<file path="config.mk">
export PLATFORM = sky130hd
export DESIGN_NAME = signature_length_deframer
export DESIGN_NICKNAME = d
export VERILOG_FILES = /design/src/design/sld_pkg.sv /design/src/design/signature_length_deframer.sv
export SDC_FILE = /design/constraint.sdc
export NUM_CORES = 1
export LEC_CHECK = 0
export ABC_AREA = 1
export BUFFER_PORTS_ARGS = -buffer_cell sky130_fd_sc_hd__buf_2
export CAP_MARGIN = 20
export CORE_MARGIN = 3
export CORE_UTILIZATION = 37
export CTS_BUF_LIST = sky130_fd_sc_hd__clkbuf_8
export DETAILED_ROUTE_END_ITERATION = 6
export GPL_ROUTABILITY_DRIVEN = 0
export PLACE_DENSITY = 0.64
export SYNTH_ARGS = -nofsm -noshare
export SYNTH_HDL_FRONTEND = slang
export SYNTH_SLANG_ARGS = --single-unit
</file>
<file path="constraint.sdc">
create_clock -name clk_i -period 3.28 [get_ports clk_i]
set_input_delay 0.984 -clock clk_i [delete_from_list [all_inputs] [get_ports clk_i]]
set_output_delay 0.984 -clock clk_i [all_outputs]
set_load 0.05 [all_outputs]
</file>
<file path="src/design/sld_pkg.sv">
// Types and constants of the signature length deframer.
package sld_pkg;

  // Header signature as it sits in the window for each byte order
  localparam logic [31:0] Signature        = 32'hDEADBEEF;
  localparam logic [31:0] SignatureSwapped = 32'hEFBEADDE;

  // Reset value of the largest accepted payload length
  localparam logic [30:0] DefaultMaxPacket = 31'd16376;

  // Byte count value of the last byte of a header word
  localparam logic [1:0] LastWordByte = 2'd3;

  // Configuration register indexes
  localparam logic [1:0] CfgMaxPacket = 2'd0;
  localparam logic [1:0] CfgByteOrder = 2'd1;

  // Parser phase; the unused codes act as expecting signature
  typedef enum logic [2:0] {
    PH_SIG  = 3'd0,
    PH_HUNT = 3'd1,
    PH_LEN  = 3'd2,
    PH_BODY = 3'd3
  } phase_e;

  // Result kind
  typedef enum logic [1:0] {
    KIND_PAYLOAD  = 2'd0,
    KIND_EMPTY    = 2'd1,
    KIND_OVERSIZE = 2'd2,
    KIND_MISMATCH = 2'd3
  } kind_e;

endpackage

</file>
<file path="src/design/signature_length_deframer.sv">
// Top level of the signature length deframer.
// The deframer takes one received byte per cycle and splits the stream into packets with an
// 8-byte header: the signature 0xDEADBEEF and a 32-bit payload length, both in the byte order
// set by register 1 (0 big-endian, 1 little-endian). Payload bytes come out as kind 0 with
// packet_last on the final byte; an empty packet gives one kind 1 marker with packet_last set;
// a length above register 0 (max_packet_size) gives one kind 2 result and its payload is
// discarded; a bad signature gives one kind 3 result and the parser then slides byte by byte
// until it finds a signature. Header and dropped bytes give no result. The block sustains one
// byte per cycle: each byte passes through an input register, one compare-and-count step and
// a result register; its result is loaded into the result register as the held byte advances.
// The input stalls only while the input register holds a byte and the result register is held
// by a stalled receiver. The configuration port is always ready.
module signature_length_deframer (
  input  logic        clk_i,
  input  logic        rst_ni,
  // byte input
  input  logic        in_valid_i,
  output logic        in_stall_o,
  input  logic [7:0]  in_byte_i,
  // result output
  output logic        out_valid_o,
  input  logic        out_stall_i,
  output logic [1:0]  out_result_kind_o,
  output logic [7:0]  out_byte_o,
  output logic        out_packet_last_o,
  // configuration writes
  input  logic        cfg_valid_i,
  output logic        cfg_ready_o,
  input  logic [1:0]  cfg_index_i,
  input  logic [30:0] cfg_data_i
);
  import sld_pkg::*;

  // configuration registers
  logic [30:0] max_q;
  logic        order_q;

  // input register
  logic        in_vld_q;
  logic [7:0]  in_byte_q;

  // parser state
  phase_e      phase_q, phase_d;
  logic [31:0] window_q, window_d;
  logic [1:0]  count_q, count_d;
  logic [31:0] remain_q, remain_d;
  logic        drop_q, drop_d;

  // result register
  logic        out_vld_q, out_vld_d;
  logic [1:0]  kind_q;
  logic [7:0]  byte_q;
  logic        last_q;

  // per-byte work
  logic        proc_go;
  logic [31:0] win_shift;
  logic [31:0] sig_want;
  logic [31:0] len_word;
  logic        sig_match;
  logic        len_zero;
  logic        len_over;
  logic        emit;
  kind_e       kind;
  logic [7:0]  res_byte;
  logic        res_last;

  assign cfg_ready_o = 1'b1;

  // take configuration writes; ignore unknown indexes
  always_ff @(posedge clk_i or negedge rst_ni) begin
    if (!rst_ni) begin
      max_q   <= DefaultMaxPacket;
      order_q <= 1'b0;
    end else if (cfg_valid_i && cfg_ready_o) begin
      unique case (cfg_index_i)
        CfgMaxPacket: max_q   <= cfg_data_i;
        CfgByteOrder: order_q <= cfg_data_i[0];
        default: ;
      endcase
    end
  end

  // advance the held byte when the result register can take a result
  assign proc_go    = in_vld_q && (!out_vld_q || !out_stall_i);
  assign in_stall_o = in_vld_q && !proc_go;

  // hold the accepted byte
  always_ff @(posedge clk_i or negedge rst_ni) begin
    if (!rst_ni) begin
      in_vld_q <= 1'b0;
    end else if (!in_stall_o) begin
      in_vld_q <= in_valid_i;
    end
  end

  always_ff @(posedge clk_i) begin
    if (in_valid_i && !in_stall_o) begin
      in_byte_q <= in_byte_i;
    end
  end

  // shift the byte into the header window and decode the header word
  assign win_shift = {window_q[23:0], in_byte_q};
  assign sig_want  = order_q ? SignatureSwapped : Signature;
  assign sig_match = (win_shift == sig_want);
  assign len_word  = order_q ? {win_shift[7:0], win_shift[15:8], win_shift[23:16],
                                win_shift[31:24]}
                             : win_shift;
  assign len_zero  = (len_word == 32'd0);
  assign len_over  = (len_word > {1'b0, max_q});

  // next parser state
  always_comb begin
    phase_d  = phase_q;
    window_d = window_q;
    count_d  = count_q;
    remain_d = remain_q;
    drop_d   = drop_q;
    if (proc_go) begin
      unique case (phase_q)
        PH_HUNT: begin
          window_d = win_shift;
          if (sig_match) begin
            phase_d  = PH_LEN;
            count_d  = 2'd0;
            window_d = 32'd0;
          end
        end
        PH_LEN: begin
          window_d = win_shift;
          if (count_q != LastWordByte) begin
            count_d = count_q + 2'd1;
          end else begin
            count_d  = 2'd0;
            window_d = 32'd0;
            if (len_zero) begin
              phase_d  = PH_SIG;
              remain_d = 32'd0;
              drop_d   = 1'b0;
            end else begin
              phase_d  = PH_BODY;
              remain_d = len_word;
              drop_d   = len_over;
            end
          end
        end
        PH_BODY: begin
          if (remain_q == 32'd0) begin
            // resync on this byte as the first signature byte
            phase_d  = PH_SIG;
            window_d = {24'd0, in_byte_q};
            count_d  = 2'd1;
            remain_d = 32'd0;
            drop_d   = 1'b0;
          end else if (remain_q == 32'd1) begin
            phase_d  = PH_SIG;
            window_d = 32'd0;
            count_d  = 2'd0;
            remain_d = 32'd0;
            drop_d   = 1'b0;
          end else begin
            remain_d = remain_q - 32'd1;
          end
        end
        default: begin
          phase_d  = PH_SIG;
          window_d = win_shift;
          if (count_q != LastWordByte) begin
            count_d = count_q + 2'd1;
          end else begin
            count_d = 2'd0;
            if (sig_match) begin
              phase_d  = PH_LEN;
              window_d = 32'd0;
            end else begin
              phase_d = PH_HUNT;
            end
          end
        end
      endcase
    end
  end

  // result of the current byte
  always_comb begin
    emit     = 1'b0;
    kind     = KIND_PAYLOAD;
    res_byte = 8'd0;
    res_last = 1'b0;
    unique case (phase_q)
      PH_HUNT: ;
      PH_LEN: begin
        if (count_q == LastWordByte) begin
          if (len_zero) begin
            emit     = 1'b1;
            kind     = KIND_EMPTY;
            res_last = 1'b1;
          end else if (len_over) begin
            emit = 1'b1;
            kind = KIND_OVERSIZE;
          end
        end
      end
      PH_BODY: begin
        if (remain_q != 32'd0 && !drop_q) begin
          emit     = 1'b1;
          kind     = KIND_PAYLOAD;
          res_byte = in_byte_q;
          res_last = (remain_q == 32'd1);
        end
      end
      default: begin
        if (count_q == LastWordByte && !sig_match) begin
          emit = 1'b1;
          kind = KIND_MISMATCH;
        end
      end
    endcase
  end

  // update parser state
  always_ff @(posedge clk_i or negedge rst_ni) begin
    if (!rst_ni) begin
      phase_q  <= PH_SIG;
      window_q <= 32'd0;
      count_q  <= 2'd0;
      remain_q <= 32'd0;
      drop_q   <= 1'b0;
    end else begin
      phase_q  <= phase_d;
      window_q <= window_d;
      count_q  <= count_d;
      remain_q <= remain_d;
      drop_q   <= drop_d;
    end
  end

  // load a new result, or drop the one just taken
  always_comb begin
    out_vld_d = out_vld_q;
    if (proc_go) begin
      out_vld_d = emit;
    end else if (out_vld_q && !out_stall_i) begin
      out_vld_d = 1'b0;
    end
  end

  always_ff @(posedge clk_i or negedge rst_ni) begin
    if (!rst_ni) begin
      out_vld_q <= 1'b0;
    end else begin
      out_vld_q <= out_vld_d;
    end
  end

  always_ff @(posedge clk_i) begin
    if (proc_go && emit) begin
      kind_q <= kind;
      byte_q <= res_byte;
      last_q <= res_last;
    end
  end

  assign out_valid_o       = out_vld_q;
  assign out_result_kind_o = kind_q;
  assign out_byte_o        = byte_q;
  assign out_packet_last_o = last_q;

endmodule

</file>
# After elaboration in Yosys (flattened, before gate mapping)
# Index checks and enable logic that the tools add are counted.
word_totals:
  regBits: 115
  input_bits: 46
  out_inout_bits: 14
  elab_cells: 104
op_classes:
  addsub: 2
  n_lt_le_gt_ge: 1
  eq_ne: 11
  mux: 48
  n_reduce_logical: 29
op_table:
  columns: ["op", "n"]
  rows:
  - ["two-way mux 32 bit", 5]
  - ["two-way mux 24 bit", 5]
  - ["one-hot mux 24 bit (3 select lines)", 1]
  - ["logical NOT 32 bit", 2]
  - ["one-hot mux 32 bit (2 select lines)", 1]
  - ["== test 32 x 1 -> 1 bit, second input constant", 1]
  - ["== test 32 bit", 1]
  - ["> comparator 32 x 31 -> 1 bit", 1]
  - ["nonzero test 32 bit", 1]
  - ["subtractor 32 x 1 -> 32 bit, second input constant", 1]
  - ["two-way mux 30 bit", 1]
  - ["two-way mux 2 bit", 11]
  - ["two-way mux 1 bit", 14]
  - ["two-way mux 3 bit", 4]
  - ["one-hot mux 3 bit (3 select lines)", 1]
  - ["one-hot mux 2 bit (2 select lines)", 2]
  - ["AND reduction 2 bit", 4]
  - ["AND reduction 4 bit", 2]
  - ["logical AND 1 bit", 7]
  - ["== test 3 x 2 -> 1 bit, second input constant", 2]
  - ["logical NOT 1 bit", 6]
  - ["inequality test 2 bit, second input constant", 3]
  - ["AND reduction 3 bit", 2]
  - ["one-hot mux 1 bit (2 select lines)", 2]
  - ["10 further kinds", 11]

# Depth between registers and ports, before layout
depth:
  word_depth: 7
  depth_mapped: 20
  mapped_depth_nobuf: 19

# Worst setup path before layout
# Ideal clock, no wire load.
synth_path:
  path_kind: "reg2reg"
  startpoint: "register order_q"
  endpoint: "register byte_q[0] (netlist: out_byte_o[0]), enable pin"
  arrival_ns: 2.123
  required_time_ns: 2.941
  slack_ns: 0.818
  stages_incl_launch_ff: 16
  period_less_slack_ns: 2.462
  path_cell_list: "dfrtp_1 > buf_6 > buf_6 > o21ai_0 > inv_1 > ha_1 > nand4_1 > nor3_1 > nand2_1 > nand2_1 > nand2_1 > nand2_1 > nand2_1 > nand2_1 > nand2_1 > inv_1"
synth_via:
  elab_chain_cells: 7
synth_rtl:
  columns: ["item", "line_no", "text"]
  rows:
  - ["from (decl)", "signature_length_deframer.sv:36", "logic order_q;"]
  - ["from (signal assigned)", "signature_length_deframer.sv:78", "CfgByteOrder: order_q <= cfg_data_i[0];"]
  - ["two-way mux 32 bit or two-way mux 30 bit (tied branches)", "signature_length_deframer.sv:107, signature_length_deframer.sv:105", null]
  - ["> comparator 32 x 31 -> 1 bit or == test 32 bit (tied branches)", "signature_length_deframer.sv:111, signature_length_deframer.sv:106", null]
  - ["two-way mux 1 bit or logical NOT 1 bit (tied branches)", "signature_length_deframer.sv:199, signature_length_deframer.sv:214", null]
  - ["two-way mux 1 bit or logical AND 1 bit (tied branches)", "signature_length_deframer.sv:195, signature_length_deframer.sv:214", null]
  - ["two-way mux 1 bit, on equally long branches", "signature_length_deframer.sv:194, signature_length_deframer.sv:214", null]
  - ["one-hot mux 1 bit (3 select lines) (*)", "signature_length_deframer.sv:191", "unique case (phase_q)"]
  - ["logical AND 1 bit (*)", "signature_length_deframer.sv:258", "if (proc_go && emit) begin"]
  - ["to (signal assigned)", "signature_length_deframer.sv:260", "byte_q <= res_byte;"]
  - ["to (decl)", "signature_length_deframer.sv:52", "logic [7:0] byte_q;"]
# Mark *: on every way between the ends. The rest lies on a longest branch, timed or not.
# A chain may end at the register's enable or synchronous reset.

# Worst setup path in the final report
layout_path:
  startpoint: "register order_q"
  endpoint: "register byte_q[3] (netlist: out_byte_o[3]), enable pin"
# The elaborated chain is that of the path after synthesis.

==> results_dict.tcl <==
set metrics [dict create \
    grt_pass1_vias 6077 \
    first_pass_iters 6 \
    synth-simple-area-share_pct 25.7 \
    antenna_cells 0 \
    cp_slowest_cell "dfrtp_2" \
    initial_utilization_pct 38.4 \
    ys_types 38 \
    drive_gt1_share_pct 14.4 \
    cts_buffer_depth 2 \
    cts_resized 0 \
    maxSlewViolCount 0 \
    nets 1082 \
    synth.most_common_cell "nand2_1" \
    ys_seq_area_share_pct 41.9 \
    outcome "completed" \
    cp_cell_sequence "buf_12 > o21ai_1 > inv_1 > ha_1 > nand2_1 > nor3_1 > nand3_1 > and2_1 > nand2_1 > nand2_1 > nand2_1 > clkinvlp_4" \
    clock_sinks 114 \
    synthMuxAreaShare_pct 0 \
    synth-xor-area-share_pct 2.60 \
    ys.flop_type "dfrtp_1" \
    synth_edf_count 19 \
    synth_top_area_share_pct 29.7 \
    via_count 6347 \
    clkLatencyLatePin_ns 0.44 \
    drtAntennaViolNets 0 \
    synth_fp_nets 1020 \
    num_rows 49 \
    crit_type "register to register" \
    drv_cap 0 \
    dp_cells 1212 \
    postSynthAreaPerCell_um2 7.52 \
    core_area_mm2 0.0184 \
    grt-ovfl-total 0 \
    power_density_mw_per_mm2 553 \
    placed_area_mm2 0.00757 \
    required_ns 3.42 \
    finalHoldViolCount 0 \
    yosys.area_share.adder_pct 6.02 \
    power_uw 4440 \
    synth_area_leaders "dfrtp_1, nand2_1, edfxtp_1" \
    track_usage_pct 19.8 \
    peakVddDrop_mv 0.262 \
    grt_pass1_wl_um 31800 \
    fin_tns_setup_ns 0 \
    yosys_warnings 0 \
    ys_ff_latch 114 \
    setup_violations 0 \
    antenna_found_initial 0 \
    hold_buffers 0 \
    cts_buffers 17 \
    grt_max_degree 63 \
    dp_hpwl_um 15400 \
    max_freq_mhz 327 \
    hp-class "register to register" \
    dp_slack_ns 0.171 \
    timing.slew.headroom_pct 56.8 \
    routed_wl_um 19800 \
    dieArea_mm2 0.0208 \
    die_w_um 144 \
    rsz0062_at_grt "no" \
    path_clk_slew_ns 0.06 \
    arrival_ns 3.19 \
    finalClockSkew_ns 0.0108 \
    syn_inst 940 \
    wl_per_cell_um 15.9 \
    critical_path.top_delay_family "simple AND/OR/NAND/NOR gates" \
    numPortBuffers 58 \
    htreeDepth 4 \
    drc 0 \
    synth-compound-area-share_pct 13.6 \
    synth_top_family_by_area "simple AND/OR/NAND/NOR gates" \
    tightest_slew_ns 0.647 \
    worst_slack_ns 0.223 \
    synth_area_leader_cell "dfrtp_1" \
    end_kind "register" \
    area_growth_pct 13.4 \
    p_leak_uw 0.00383 \
    die_h_um 144 \
    viasPerCell 5.10 \
    critPathMaxFanout 26 \
    pin_count 60 \
    crit_top_cell "nand2_1" \
    layout.cells.non_filler 1244 \
    cts_setup_buffers 0 \
    drt_iter0_markers 663 \
    startpoint_type "register" \
    cts_tree "done" \
    min_period_ns 3.06 \
    synthTopCellsByCount "nand2_1, nor2_1, inv_1" \
    synthesis.area_mm2 0.00707 \
    final_cell_area_mm2 0.00802 \
    fin_crit_sh_pct 93.2 \
    clockRootBuffer "clkbuf_8" \
    async_reset_ff_share_pct 83.3 \
    critPathBufInv 3 \
    max_stage_delay_ns 0.47 \
]
==> layer usage <==
layer	routed length (µm)	vias to the layer above	track usage (%)	share of wire (%)
li1	-	3137	-	-
met1	8630	2932	25.8	44
met2	9070	227	31.5	46
met3	1420	51	5.36	7.1
met4	707	0	7.85	3.6
met5	0	-	0	0
==> metrics by stage <==
step                      hold slack [ns]  util (%)
after floorplan                     0.457         -
after global placement              0.476      41.2
after detailed placement            0.475      41.2
after CTS                           0.485      43.6
after global routing                0.510      43.6
final                               0.481      43.6
==> placed cells by master, fill, tap and decap left out, types with 7 or more instances in the layout <==
cell,n
xor2_1,17
buf_4,17
nor3_1,8
a22oi_1,11
o21ai_0,60
nand2_1,198
nand4_1,8
nor2_1,140
edfxtp_1,19
inv_1,124
ha_1,34
o21ai_1,21
nand3_1,42
dfstp_2,11
nand2_2,7
nor2_2,8
a21oi_1,72
clkbuf_8,18
dfrtp_1,83
buf_2,57
==> worst register-to-register path: cells and delay by family (launching register included) <==
family	cells	cell delay, ns
AO/OA/AOI/OAI	1	0.35
adder cells (fa/ha/maj)	1	0.32
buffers and inverters	3	0.57
flip-flops	1	0.47
AND/OR/NAND/NOR	7	1.05
==> final timing paths <==
path,cells past startpoint,slack (ns),from,to
min in group asynchronous,1,0.51,rst_ni,max_q[2]
max in group asynchronous,2,1.98,rst_ni,max_q[9]
hold / removal,2,0.48,max_q[3],max_q[3]
setup reg to reg,12,0.22,order_q,out_byte_o[3]
setup / recovery,12,0.22,order_q,out_byte_o[3]
hold reg to reg,2,0.48,max_q[3],max_q[3]
==> registers in the layout, indices dropped and copies added (netlist names), 2 cells and up <==
| register | count |
|---|---|
| phase_q | 2 |
| out_byte_o | 8 |
| out_result_kind_o | 2 |
| max_q | 31 |
| window_q | 24 |
| count_q | 2 |
| remain_q | 32 |
| in_byte_q | 8 |
==> where the power goes <==
group / internal (µW) / total, µW / leakage [µW] / switching, µW
logic: 398 / 1130 / 0.00244 / 732
clock network: 906 / 1490 / 0.000220 / 586
registers: 1660 / 1810 / 0.00118 / 153
total: 2970 / 4440 / 0.00383 / 1470
==> logic make-up (layout without fill, tap and decap cells) <==
logic type                 count (synthesis)  count (layout)
other                                      1               1
buffers and inverters                    164             239
adders and majority gates                 34              34
AOI/OAI and AO/OA                        179             179
xor gates and xnor gates                  21              21
and+or+nand+nor                          427             427
DFF                                      114             114
==> layout make-up <==
type                    instances  area, µm²
well taps                     229        287
multi-input cells             662       3400
clock inverters                14        191
flip-flops and latches        114       2960
clock buffers                  18        248
fillers                      1890      10400
repair buffers                 75        433
inverters                     132        499
Note: power is estimated with default switching activity, not from simulation.
